===== src/rtl/qfr_pkg.sv =====
// ----------------------------------------------------------------------------
// qfr_pkg
// Shared types and codes for the ordered record queue with keyed and
// first-fit removal.
// ----------------------------------------------------------------------------
package qfr_pkg;

  // Default number of records held
  localparam int QUEUE_DEPTH_DEF = 16;

  // Operation codes carried in the kind field
  localparam logic [1:0] KIND_APPEND  = 2'd0;
  localparam logic [1:0] KIND_RM_ID   = 2'd1;
  localparam logic [1:0] KIND_RM_FIT  = 2'd2;

  // Result status codes
  localparam logic [1:0] STAT_APPENDED = 2'd0;
  localparam logic [1:0] STAT_REJECTED = 2'd1;
  localparam logic [1:0] STAT_REMOVED  = 2'd2;
  localparam logic [1:0] STAT_NONE     = 2'd3;

  // One stored record
  typedef struct packed {
    logic [31:0] id;
    logic [31:0] amount;
    logic [31:0] fee;
    logic [15:0] size;
  } rec_t;

endpackage


===== src/rtl/qfr_if.sv =====
// ----------------------------------------------------------------------------
// qfr_if
// Valid/ready channels for operation requests and their results.
// ----------------------------------------------------------------------------

// Operation request channel
interface qfr_in_if;
  logic        valid;
  logic        ready;
  logic [1:0]  kind;
  logic [31:0] txn_id;
  logic [31:0] amount;
  logic [31:0] fee;
  logic [15:0] txn_size;
  logic [15:0] avail_size;

  modport source (
    output valid, kind, txn_id, amount, fee, txn_size, avail_size,
    input  ready
  );
  modport sink (
    input  valid, kind, txn_id, amount, fee, txn_size, avail_size,
    output ready
  );
endinterface

// Result channel
interface qfr_out_if;
  logic        valid;
  logic        ready;
  logic [1:0]  status;
  logic [31:0] out_id;
  logic [31:0] out_amount;
  logic [31:0] out_fee;
  logic [15:0] out_size;

  modport source (
    output valid, status, out_id, out_amount, out_fee, out_size,
    input  ready
  );
  modport sink (
    input  valid, status, out_id, out_amount, out_fee, out_size,
    output ready
  );
endinterface


===== src/rtl/qfr_store.sv =====
// ----------------------------------------------------------------------------
// qfr_store
// Record memory: one write port, one read port with registered read data.
// ----------------------------------------------------------------------------
module qfr_store #(
  parameter int DEPTH = qfr_pkg::QUEUE_DEPTH_DEF,
  localparam int AW   = (DEPTH > 1) ? $clog2(DEPTH) : 1
) (
  input  logic           clk,
  input  logic           we,
  input  logic [AW-1:0]  waddr,
  input  qfr_pkg::rec_t  wdata,
  input  logic [AW-1:0]  raddr,
  output qfr_pkg::rec_t  rdata
);

  qfr_pkg::rec_t mem [DEPTH];

  // Write port
  always_ff @(posedge clk) begin
    if (we) begin
      mem[waddr] <= wdata;
    end
  end

  // Registered read port
  always_ff @(posedge clk) begin
    rdata <= mem[raddr];
  end

endmodule


===== src/rtl/qfr_match.sv =====
// ----------------------------------------------------------------------------
// qfr_match
// Shared compare unit: checks one stored record against the search key,
// either an id match or a size that fits the available size.
// ----------------------------------------------------------------------------
module qfr_match (
  input  logic           by_id,
  input  logic [31:0]    key_id,
  input  logic [15:0]    key_avail,
  input  qfr_pkg::rec_t  rec,
  output logic           hit
);

  always_comb begin
    if (by_id) begin
      hit = (rec.id == key_id);
    end else begin
      hit = (rec.size <= key_avail);
    end
  end

endmodule


===== src/rtl/ordered_queue_first_fit_removal_core.sv =====
// ----------------------------------------------------------------------------
// ordered_queue_first_fit_removal_core
// Ordered record queue with append, remove-by-id and remove-oldest-fitting.
// A removal scans the records oldest first through one compare unit and,
// on a hit, closes the gap by moving each younger record up one place.
// ----------------------------------------------------------------------------
//   channel   dir  payload
//   req_in    in   kind, txn_id, amount, fee, txn_size, avail_size
//   rsp_out   out  status, out_id, out_amount, out_fee, out_size
//
// Append, rejection and an early "none found" go from the request straight
// to S_DONE and then to the result register. A removal makes one memory
// read per record in the scan and, when a record is taken out, one read
// and one write per record moved in the compaction.
// The request side is ready only when no request is in progress; a result
// waiting on rsp_out does not block a new request, only the next result.
// rst is synchronous and empties the queue; no clearing pass is needed.
// ----------------------------------------------------------------------------
module ordered_queue_first_fit_removal_core #(
  parameter int QUEUE_DEPTH = qfr_pkg::QUEUE_DEPTH_DEF
) (
  input  logic             clk,
  input  logic             rst,
  qfr_in_if.sink           req_in,
  qfr_out_if.source        rsp_out
);

  localparam int AW = (QUEUE_DEPTH > 1) ? $clog2(QUEUE_DEPTH) : 1;
  localparam int OW = $clog2(QUEUE_DEPTH + 1);
  localparam logic [OW-1:0] DEPTH_W = OW'(QUEUE_DEPTH);

  typedef enum logic [1:0] {S_IDLE, S_SCAN, S_SHIFT, S_DONE} state_t;

  state_t           state;
  logic [OW-1:0]    occ;
  logic [OW-1:0]    cnt;
  logic [OW-1:0]    cnt_m1;
  logic [OW-1:0]    cnt_p1;
  logic             cvld;

  // Latched search key
  logic             op_by_id;
  logic [31:0]      op_id;
  logic [15:0]      op_avail;

  // Result being built, and the output register
  logic [1:0]       res_status;
  qfr_pkg::rec_t    res_rec;
  logic             out_valid;
  logic [1:0]       out_status;
  qfr_pkg::rec_t    out_rec;

  // Memory ports
  logic             mem_we;
  logic [AW-1:0]    mem_waddr;
  logic [AW-1:0]    mem_raddr;
  qfr_pkg::rec_t    mem_wdata;
  qfr_pkg::rec_t    mem_rdata;
  qfr_pkg::rec_t    in_rec;
  logic             cmp_hit;
  logic             in_acc;
  logic             append_ok;

  assign in_rec.id     = req_in.txn_id;
  assign in_rec.amount = req_in.amount;
  assign in_rec.fee    = req_in.fee;
  assign in_rec.size   = req_in.txn_size;

  assign req_in.ready = (state == S_IDLE);
  assign in_acc       = req_in.valid && (state == S_IDLE);
  assign append_ok    = (req_in.txn_id != 32'd0) && (occ != DEPTH_W);
  assign cnt_m1       = OW'(cnt - OW'(1));
  assign cnt_p1       = OW'(cnt + OW'(1));

  // Read one place ahead while compacting so the record at cnt is on rdata
  assign mem_raddr = (state == S_SHIFT) ? cnt_p1[AW-1:0] : cnt[AW-1:0];

  // Memory write select: append at the tail, or move a record up one place
  always_comb begin
    mem_we    = 1'b0;
    mem_waddr = occ[AW-1:0];
    mem_wdata = in_rec;
    if (in_acc && (req_in.kind == qfr_pkg::KIND_APPEND) && append_ok) begin
      mem_we = 1'b1;
    end else if ((state == S_SHIFT) && (cnt < occ)) begin
      mem_we    = 1'b1;
      mem_waddr = cnt_m1[AW-1:0];
      mem_wdata = mem_rdata;
    end
  end

  qfr_store #(
    .DEPTH (QUEUE_DEPTH)
  ) u_store (
    .clk   (clk),
    .we    (mem_we),
    .waddr (mem_waddr),
    .wdata (mem_wdata),
    .raddr (mem_raddr),
    .rdata (mem_rdata)
  );

  qfr_match u_match (
    .by_id     (op_by_id),
    .key_id    (op_id),
    .key_avail (op_avail),
    .rec       (mem_rdata),
    .hit       (cmp_hit)
  );

  // Sequencer: state, counters and registered outputs
  always_ff @(posedge clk) begin
    if (rst) begin
      state     <= S_IDLE;
      occ       <= '0;
      cnt       <= '0;
      cvld      <= 1'b0;
      out_valid <= 1'b0;
    end else begin
      // Result taken; a new one loaded in S_DONE keeps valid high instead
      if (out_valid && rsp_out.ready && (state != S_DONE)) begin
        out_valid <= 1'b0;
      end
      unique case (state)
        S_IDLE: begin
          if (req_in.valid) begin
            op_by_id <= (req_in.kind == qfr_pkg::KIND_RM_ID);
            op_id    <= req_in.txn_id;
            op_avail <= req_in.avail_size;
            res_rec  <= '0;
            cnt      <= '0;
            cvld     <= 1'b0;
            priority if (req_in.kind == qfr_pkg::KIND_APPEND) begin
              if (append_ok) begin
                occ        <= OW'(occ + OW'(1));
                res_status <= qfr_pkg::STAT_APPENDED;
              end else begin
                res_status <= qfr_pkg::STAT_REJECTED;
              end
              state <= S_DONE;
            end else if ((occ != '0) &&
                         ((req_in.kind == qfr_pkg::KIND_RM_FIT) ||
                          ((req_in.kind == qfr_pkg::KIND_RM_ID) &&
                           (req_in.txn_id != 32'd0)))) begin
              res_status <= qfr_pkg::STAT_NONE;
              state      <= S_SCAN;
            end else begin
              res_status <= qfr_pkg::STAT_NONE;
              state      <= S_DONE;
            end
          end
        end
        // Read data is registered and belongs to the address before cnt; a hit is at cnt - 1
        S_SCAN: begin
          if (cvld && cmp_hit) begin
            res_rec    <= mem_rdata;
            res_status <= qfr_pkg::STAT_REMOVED;
            state      <= S_SHIFT;
          end else if (cnt == occ) begin
            state <= S_DONE;
          end else begin
            cnt  <= OW'(cnt + OW'(1));
            cvld <= 1'b1;
          end
        end
        // Compaction: record at cnt moves to cnt - 1
        S_SHIFT: begin
          if (cnt < occ) begin
            cnt <= OW'(cnt + OW'(1));
          end else begin
            occ   <= cnt_m1;
            state <= S_DONE;
          end
        end
        S_DONE: begin
          if (!out_valid || rsp_out.ready) begin
            out_valid  <= 1'b1;
            out_status <= res_status;
            out_rec    <= res_rec;
            state      <= S_IDLE;
          end
        end
        default: begin
          state <= S_IDLE;
        end
      endcase
    end
  end

  assign rsp_out.valid      = out_valid;
  assign rsp_out.status     = out_status;
  assign rsp_out.out_id     = out_rec.id;
  assign rsp_out.out_amount = out_rec.amount;
  assign rsp_out.out_fee    = out_rec.fee;
  assign rsp_out.out_size   = out_rec.size;

endmodule

===== src/flat_wrapper.sv =====
// flat-port wrapper written by rule: the top's interface ports become plain ports
module ordered_queue_first_fit_removal_core_flat 
#(
  parameter int QUEUE_DEPTH = qfr_pkg::QUEUE_DEPTH_DEF
)
  (clk, rst, req_in_valid, req_in_kind, req_in_txn_id, req_in_amount, req_in_fee, req_in_txn_size, req_in_avail_size, req_in_ready, rsp_out_valid, rsp_out_status, rsp_out_out_id, rsp_out_out_amount, rsp_out_out_fee, rsp_out_out_size, rsp_out_ready);
  qfr_in_if req_in_i ();
  qfr_out_if rsp_out_i ();
  input  logic clk;
  input  logic rst;
  input wire logic [$bits(req_in_i.valid)-1:0] req_in_valid;
  input wire logic [$bits(req_in_i.kind)-1:0] req_in_kind;
  input wire logic [$bits(req_in_i.txn_id)-1:0] req_in_txn_id;
  input wire logic [$bits(req_in_i.amount)-1:0] req_in_amount;
  input wire logic [$bits(req_in_i.fee)-1:0] req_in_fee;
  input wire logic [$bits(req_in_i.txn_size)-1:0] req_in_txn_size;
  input wire logic [$bits(req_in_i.avail_size)-1:0] req_in_avail_size;
  output wire logic [$bits(req_in_i.ready)-1:0] req_in_ready;
  output wire logic [$bits(rsp_out_i.valid)-1:0] rsp_out_valid;
  output wire logic [$bits(rsp_out_i.status)-1:0] rsp_out_status;
  output wire logic [$bits(rsp_out_i.out_id)-1:0] rsp_out_out_id;
  output wire logic [$bits(rsp_out_i.out_amount)-1:0] rsp_out_out_amount;
  output wire logic [$bits(rsp_out_i.out_fee)-1:0] rsp_out_out_fee;
  output wire logic [$bits(rsp_out_i.out_size)-1:0] rsp_out_out_size;
  input wire logic [$bits(rsp_out_i.ready)-1:0] rsp_out_ready;
  assign req_in_i.valid = req_in_valid;
  assign req_in_i.kind = req_in_kind;
  assign req_in_i.txn_id = req_in_txn_id;
  assign req_in_i.amount = req_in_amount;
  assign req_in_i.fee = req_in_fee;
  assign req_in_i.txn_size = req_in_txn_size;
  assign req_in_i.avail_size = req_in_avail_size;
  assign req_in_ready = req_in_i.ready;
  assign rsp_out_valid = rsp_out_i.valid;
  assign rsp_out_status = rsp_out_i.status;
  assign rsp_out_out_id = rsp_out_i.out_id;
  assign rsp_out_out_amount = rsp_out_i.out_amount;
  assign rsp_out_out_fee = rsp_out_i.out_fee;
  assign rsp_out_out_size = rsp_out_i.out_size;
  assign rsp_out_i.ready = rsp_out_ready;
  ordered_queue_first_fit_removal_core #(.QUEUE_DEPTH(QUEUE_DEPTH)) u_core (.clk(clk), .rst(rst), .req_in(req_in_i), .rsp_out(rsp_out_i));
endmodule

===== config.mk =====
export PLATFORM = sky130hd
export DESIGN_NAME = ordered_queue_first_fit_removal_core_flat
export DESIGN_NICKNAME = d
export VERILOG_FILES = /design/src/rtl/qfr_pkg.sv /design/src/rtl/qfr_if.sv /design/src/rtl/qfr_store.sv /design/src/rtl/qfr_match.sv /design/src/rtl/ordered_queue_first_fit_removal_core.sv /design/src/flat_wrapper.sv
export SDC_FILE = /design/constraint.sdc
export NUM_CORES = 2
export LEC_CHECK = 0
export BUFFER_PORTS_ARGS = -buffer_cell sky130_fd_sc_hd__buf_2
export CAP_MARGIN = 0
export CORE_AREA = 10 10 394 396
export CTS_CLUSTER_DIAMETER = 80
export DETAILED_ROUTE_END_ITERATION = 8
export DIE_AREA = 0 0 404 406
export GPL_TIMING_DRIVEN = 0
export PLACE_DENSITY = 0.83
export SKIP_LAST_GASP = 1
export SLEW_MARGIN = 30
export SYNTH_ARGS = -nofsm -noshare
export SYNTH_HDL_FRONTEND = slang
export SYNTH_HIERARCHICAL = 1
export SYNTH_SLANG_ARGS = --single-unit

===== constraint.sdc =====
create_clock -name clk -period 13.3 [get_ports clk]
set_input_delay 2.66 -clock clk [delete_from_list [all_inputs] [get_ports clk]]
set_output_delay 2.66 -clock clk [all_outputs]
set_load 0.1 [all_outputs]

### Word-level counts from Yosys, hierarchy flattened

Memories as Yosys holds them, arrays and structs flattened. A register that Yosys moved wholly into a read port is not among the register bits.
Cells that the tools add are included.

* flip-flop bits (word level): 291
* memory bits (writable): 1792
* input port bits: 134
* output and inout port bits: 116
* logic and storage cells: 114
* memories: 1

Memory list
* u_core.u_store.mem: words 16, bits a word 112, read ports 1, clocked after memory_dff 1, write ports 1, RTL line qfr_store.sv:17 `qfr_pkg::rec_t mem [DEPTH];`

* add/sub/neg operators: 3
* $lt $le $gt $ge: 2
* eq/ne operators: 19
* mux-type cells: 43
* bitwise logic cells: 1
* reductions and logical operators: 27

Operators by type and width (number)
* 112-bit 2-to-1 mux: 4
* 112-bit one-hot mux with 2 select lines: 1
* 5-bit 2-to-1 mux: 8
* 32-bit == test: 1
* 32-bit nonzero test: 1
* 2-bit 2-to-1 mux: 10
* 16-bit less-or-equal comparator: 1
* 5-bit one-hot mux with 3 select lines: 1
* 1-bit 2-to-1 mux: 12
* 4-bit 2-to-1 mux: 3
* 2-bit inequality test, second input constant: 6
* 4-bit AND reduction: 3
* 5-bit by 1-bit adder with 5-bit output, second input constant: 2
* 1-bit logical AND: 10
* 5-bit one-hot mux with 2 select lines: 1
* 5-bit AND reduction: 2
* 2-bit by 1-bit inequality test with 1-bit output, second input constant: 4
* 2-bit one-hot mux with 4 select lines: 1
* 2-bit == test, second input constant: 3
* 3-bit AND reduction: 2
* 5-bit == test: 1
* 5-bit < comparator: 1
* 5-bit inequality test, second input constant: 1
* 5-bit nonzero test: 1
* other kinds (11): 15

### Longest topological paths before layout

* depth in word-level cells: 8
* mapped depth: 13
* depth with buffers taken out: 13

### By module

Netlist, hierarchy kept.

By module, submodules not included
* qfr_store: times used 1, cells an instance 2864, area each 69170.1 sq um, seq. area each 56053.8 sq um
* ordered_queue_first_fit_removal_core: times used 1, cells an instance 711, area each 11791.3 sq um, seq. area each 8598.2 sq um
* qfr_match: times used 1, cells an instance 100, area each 764.5 sq um, seq. area each 0.0 sq um

### Worst setup path after synthesis

Ideal clock, no wire load.

* path kind: input port to flip-flop
* start point: input port req_in_txn_id[27]
* end point: memory u_core/u_store/mem[0][0] (netlist name), enable pin
* setup time: 720 ps
* data arrival time: 12069 ps
* required time: 12580 ps
* setup slack: 511 ps
* stages: 10
* path buffers: 2
* cell sequence: nor4_1 nand2_1 nor4_2 o31ai_1 buf_4 buf_6 nand2_1 o21ai_0 or3b_2 nor3_1

* elaborated cells between the ends (all ways): 7
* classes of those cells: 4 x mux; 3 x reduce/logical

RTL lines
* start, declared: RTL line flat_wrapper.sv:13 `input wire logic [$bits(req_in_i.txn_id)-1:0] req_in_txn_id;`
* 32-bit nonzero test: RTL line ordered_queue_first_fit_removal_core.sv:71 `assign append_ok = (req_in.txn_id != 32'd0) && (occ != DEPTH_W);`
* 1-bit logical AND: RTL line ordered_queue_first_fit_removal_core.sv:71
* 1-bit logical AND: RTL line ordered_queue_first_fit_removal_core.sv:83 `if (in_acc && (req_in.kind == qfr_pkg::KIND_APPEND) && append_ok) begin`
* 4-bit 2-to-1 mux: RTL line ordered_queue_first_fit_removal_core.sv:83
* net u_core.mem_waddr[2]: RTL line ordered_queue_first_fit_removal_core.sv:55 `logic [AW-1:0] mem_waddr;`
* end, declared: RTL line qfr_store.sv:17

The timed path passes the listed nets, and every way through them passes these cells.

### Final worst setup path

* start point: input port req_in_txn_id[4]
* end point: memory u_core/u_store/mem[0][47] (netlist name), enable pin

The elaborated chain is that of the path after synthesis.

==> reports/metrics.yaml <==
status: "finished clean"
worst_slack_ns: 5.77
p_leak_nw: 31.1
antenna_found_initial: 27
crit_path_max_fanout: 11
netlist_instances: 3675
synth_top_cell_area_share_pct: 76.0
gp_congestion: 0.794
fin_cells: 6451
place_hpwl_mm: 143
end_kind: "register"
relSlewSlack_pct: 14.9
hold_viol: 0
cts.htree.levels: 4
num_io_pins: 250
io_buffers: 249
ys_seq_area_share_pct: 79.1
grt_pass1_vias: 45700
num_rows: 141
hold_path_startpoint: "u_core/res_rec[75]$_SDFFCE_PN0P_"
setup_viol: 0
tightest_slew_ns: 1.26
final_common_cell: "edfxtp_1"
synth.net_count: 3838
startpoint_type: "primary input"
cts.sink_count: 2195
hold_path_class: "register to register"
synth_top_flop_cell: "edfxtp_1"
yosys-top-cells-area: "edfxtp_1, mux4_2, dfxtp_1"
finalPower_w: 0.0210
place_ws_ns: 5.20
arrival_ns: 8.07
cts_buffers: 197
grtUsageTotal_pct: 29.7
placed_cells_incl_taps: 6063
grt_pass1_wl_mm: 345
synth-seq-cells: 2195
drv_cap: 0
cts.repair.resized: 0
vias: 45100
syn_to_final_growth_pct: 17.5
grt_overflow: 0
syn-mean-instance-area_um2: 22.2
maxSlewViolCount: 0
reg2reg_from: "u_core/cnt[0]$_SDFFE_PP0P_"
final_layout_size_suffix_gt1_share_pct: 31.2
die_w_um: 404
syn-cell-area_um2: 81700
wl_per_cell_um: 38.0
grt_max_degree: 19
hold_buffers: 0
yosys_warnings: 6
power_density_nw_per_um2: 219
period_share_pct: 56.6
nNetsFinal: 4495
yosysTopAreaCell: "edfxtp_1"
crit_type: "primary input to register"
clk_path_buf_depth: 3
period_minus_slack_ns: 7.53
post-cts-setup-buffers: 0
mostFrequentLayoutCells: "edfxtp_1, mux4_2, buf_2"
clk_pin_slew_ns: 0.07
rsz0062_at_grt: "false"
antenna_left: 0
postSynth.asyncResetShare_pct: 0
worstSetupStartpoint: "req_in_txn_id[4]"
fin_util_pct: 65.2
first_iter_violations: 7552
vdd_drop_max_mv: 0.137
synth_cell_type_count: 56
clk_latency_ns: 0.87
fp.coreArea_um2: 147000
drcViolationCount: 0
root_buffer: "clkbuf_16"
fin_worst_skew_ns: 0.0487
die_h_um: 406
wirelength_mm: 245
first_pass_iters: 8
vias_per_cell: 6.98
synth_edf_count: 2069
start_util_pct: 55.5
die-area_um2: 164000
max_freq_mhz: 133
tritoncts: "done"
whs_ns: 0.410
cp_data_required_time_ns: 13.83
[path summary, 6_finish.rpt]
kind | to | slack [ns] | depth (start not counted)
setup / recovery | u_core/u_store/mem[0][47]$_DFFE_PP_ | 5.77 | 17
hold / removal | u_core/rsp_out.out_amount[27]$_DFFE_PP_ | 0.41 | 0
setup reg to reg | u_core/u_store/mem[0][47]$_DFFE_PP_ | 7.31 | 18
hold reg to reg | u_core/rsp_out.out_amount[27]$_DFFE_PP_ | 0.41 | 0
[power by group]
group | total (W) | switching (W) | internal, W | leakage, nW
combinational | 0.00600 | 0.00349 | 0.00251 | 8.10
clock | 0.00602 | 0.00262 | 0.00340 | 3.29
sequential | 0.00903 | 0.000385 | 0.00864 | 19.7
[cell type report]
type | count | area, um^2
sequential | 2195 | 64700
fill | 8438 | 51100
multi-input combinational | 1265 | 16100
clock buffer | 277 | 5580
timing repair buffer | 458 | 4890
tap | 1930 | 2410
clock inverter | 96 | 1180
buffer | 182 | 1010
inverter | 33 | 124
antenna | 15 | 37.5
[registers in the layout, indices dropped and copies added (netlist names), 16 cells and up]
| name | count |
|---|---|
| u_core/op_avail | 16 |
| u_core/op_id | 32 |
| u_core/res_rec | 112 |
| u_core/rsp_out.out_amount | 32 |
| u_core/rsp_out.out_fee | 32 |
| u_core/rsp_out.out_id | 32 |
| u_core/rsp_out.out_size | 16 |
| u_core/u_store/mem | 1792 |
| u_core/u_store/rdata | 112 |
[critical path, cell delays in order]
cell and delay (ns):
buf_2 0.13, nor4_1 0.35, nand2_1 0.38, nor4_2 0.65, o31ai_1 0.33, buf_4 0.39, buf_6 0.22, nand2_1 0.07
o21ai_0 0.18, or3b_2 0.65, nor3_2 0.62, buf_4 0.32, buf_6 0.18, buf_4 0.19, buf_4 0.23, buf_4 0.24
buf_4 0.23
[logic make-up (layout without fill, tap and decap cells)]
| logic type | after synthesis | in the layout | synth area share (%) |
|---|---|---|---|
| buffers and inverters | 215 | 1046 | 1.37 |
| xor gates and xnor gates | 38 | 38 | 0.407 |
| adders and majority gates | 29 | 29 | 0.444 |
| muxes | 562 | 562 | 13.9 |
| AOI/OAI and AO/OA | 286 | 286 | 2.57 |
| DFF | 2195 | 2195 | 79.1 |
| other | 0 | 15 | 0 |
| and+or+nand+nor | 350 | 350 | 2.18 |
[synth_stat cells (3+ instances only)]
cell / n
clkbuf_1: 71
a31oi_1: 3
dfxtp_1: 126
a21o_1: 4
nand2_1: 137
o21ai_0: 11
xor2_1: 32
xnor2_1: 6
nor2b_1: 7
and3_1: 3
o31ai_1: 3
buf_4: 33
o32ai_1: 3
edfxtp_1: 2069
a22oi_1: 224
mux2_1: 24
ha_1: 29
buf_1: 41
buf_2: 14
or3_1: 5
nor2_1: 25
mux4_2: 448
and2_1: 114
mux2_2: 89
nand3b_1: 3
nand3_1: 12
buf_6: 23
nand4_1: 7
nor3_1: 11
nor4_1: 16
inv_1: 33
a21oi_1: 19
[layer usage]
layer / share of wire (%) / track usage [%] / wire length, um / vias up
met5: 0.085 / 0 / 209 / -
met4: 6.6 / 16.3 / 16000 / 24
met3: 14 / 9.24 / 34100 / 1030
met2: 48 / 47.7 / 117000 / 4657
met1: 32 / 36.0 / 77300 / 22700
li1: - / - / - / 16600
[per-stage QoR]
stage | setup TNS (ns) | instance area (um^2)
6_report | 0 | 96000
5_1_grt | 0 | 96000
3_3_place_gp | -9098.11 | 85400
3_5_place_dp | 0 | 89200
4_1_cts | 0 | 95900
2_1_floorplan | 0 | 81700
Note: power is estimated with default switching activity, not from simulation.
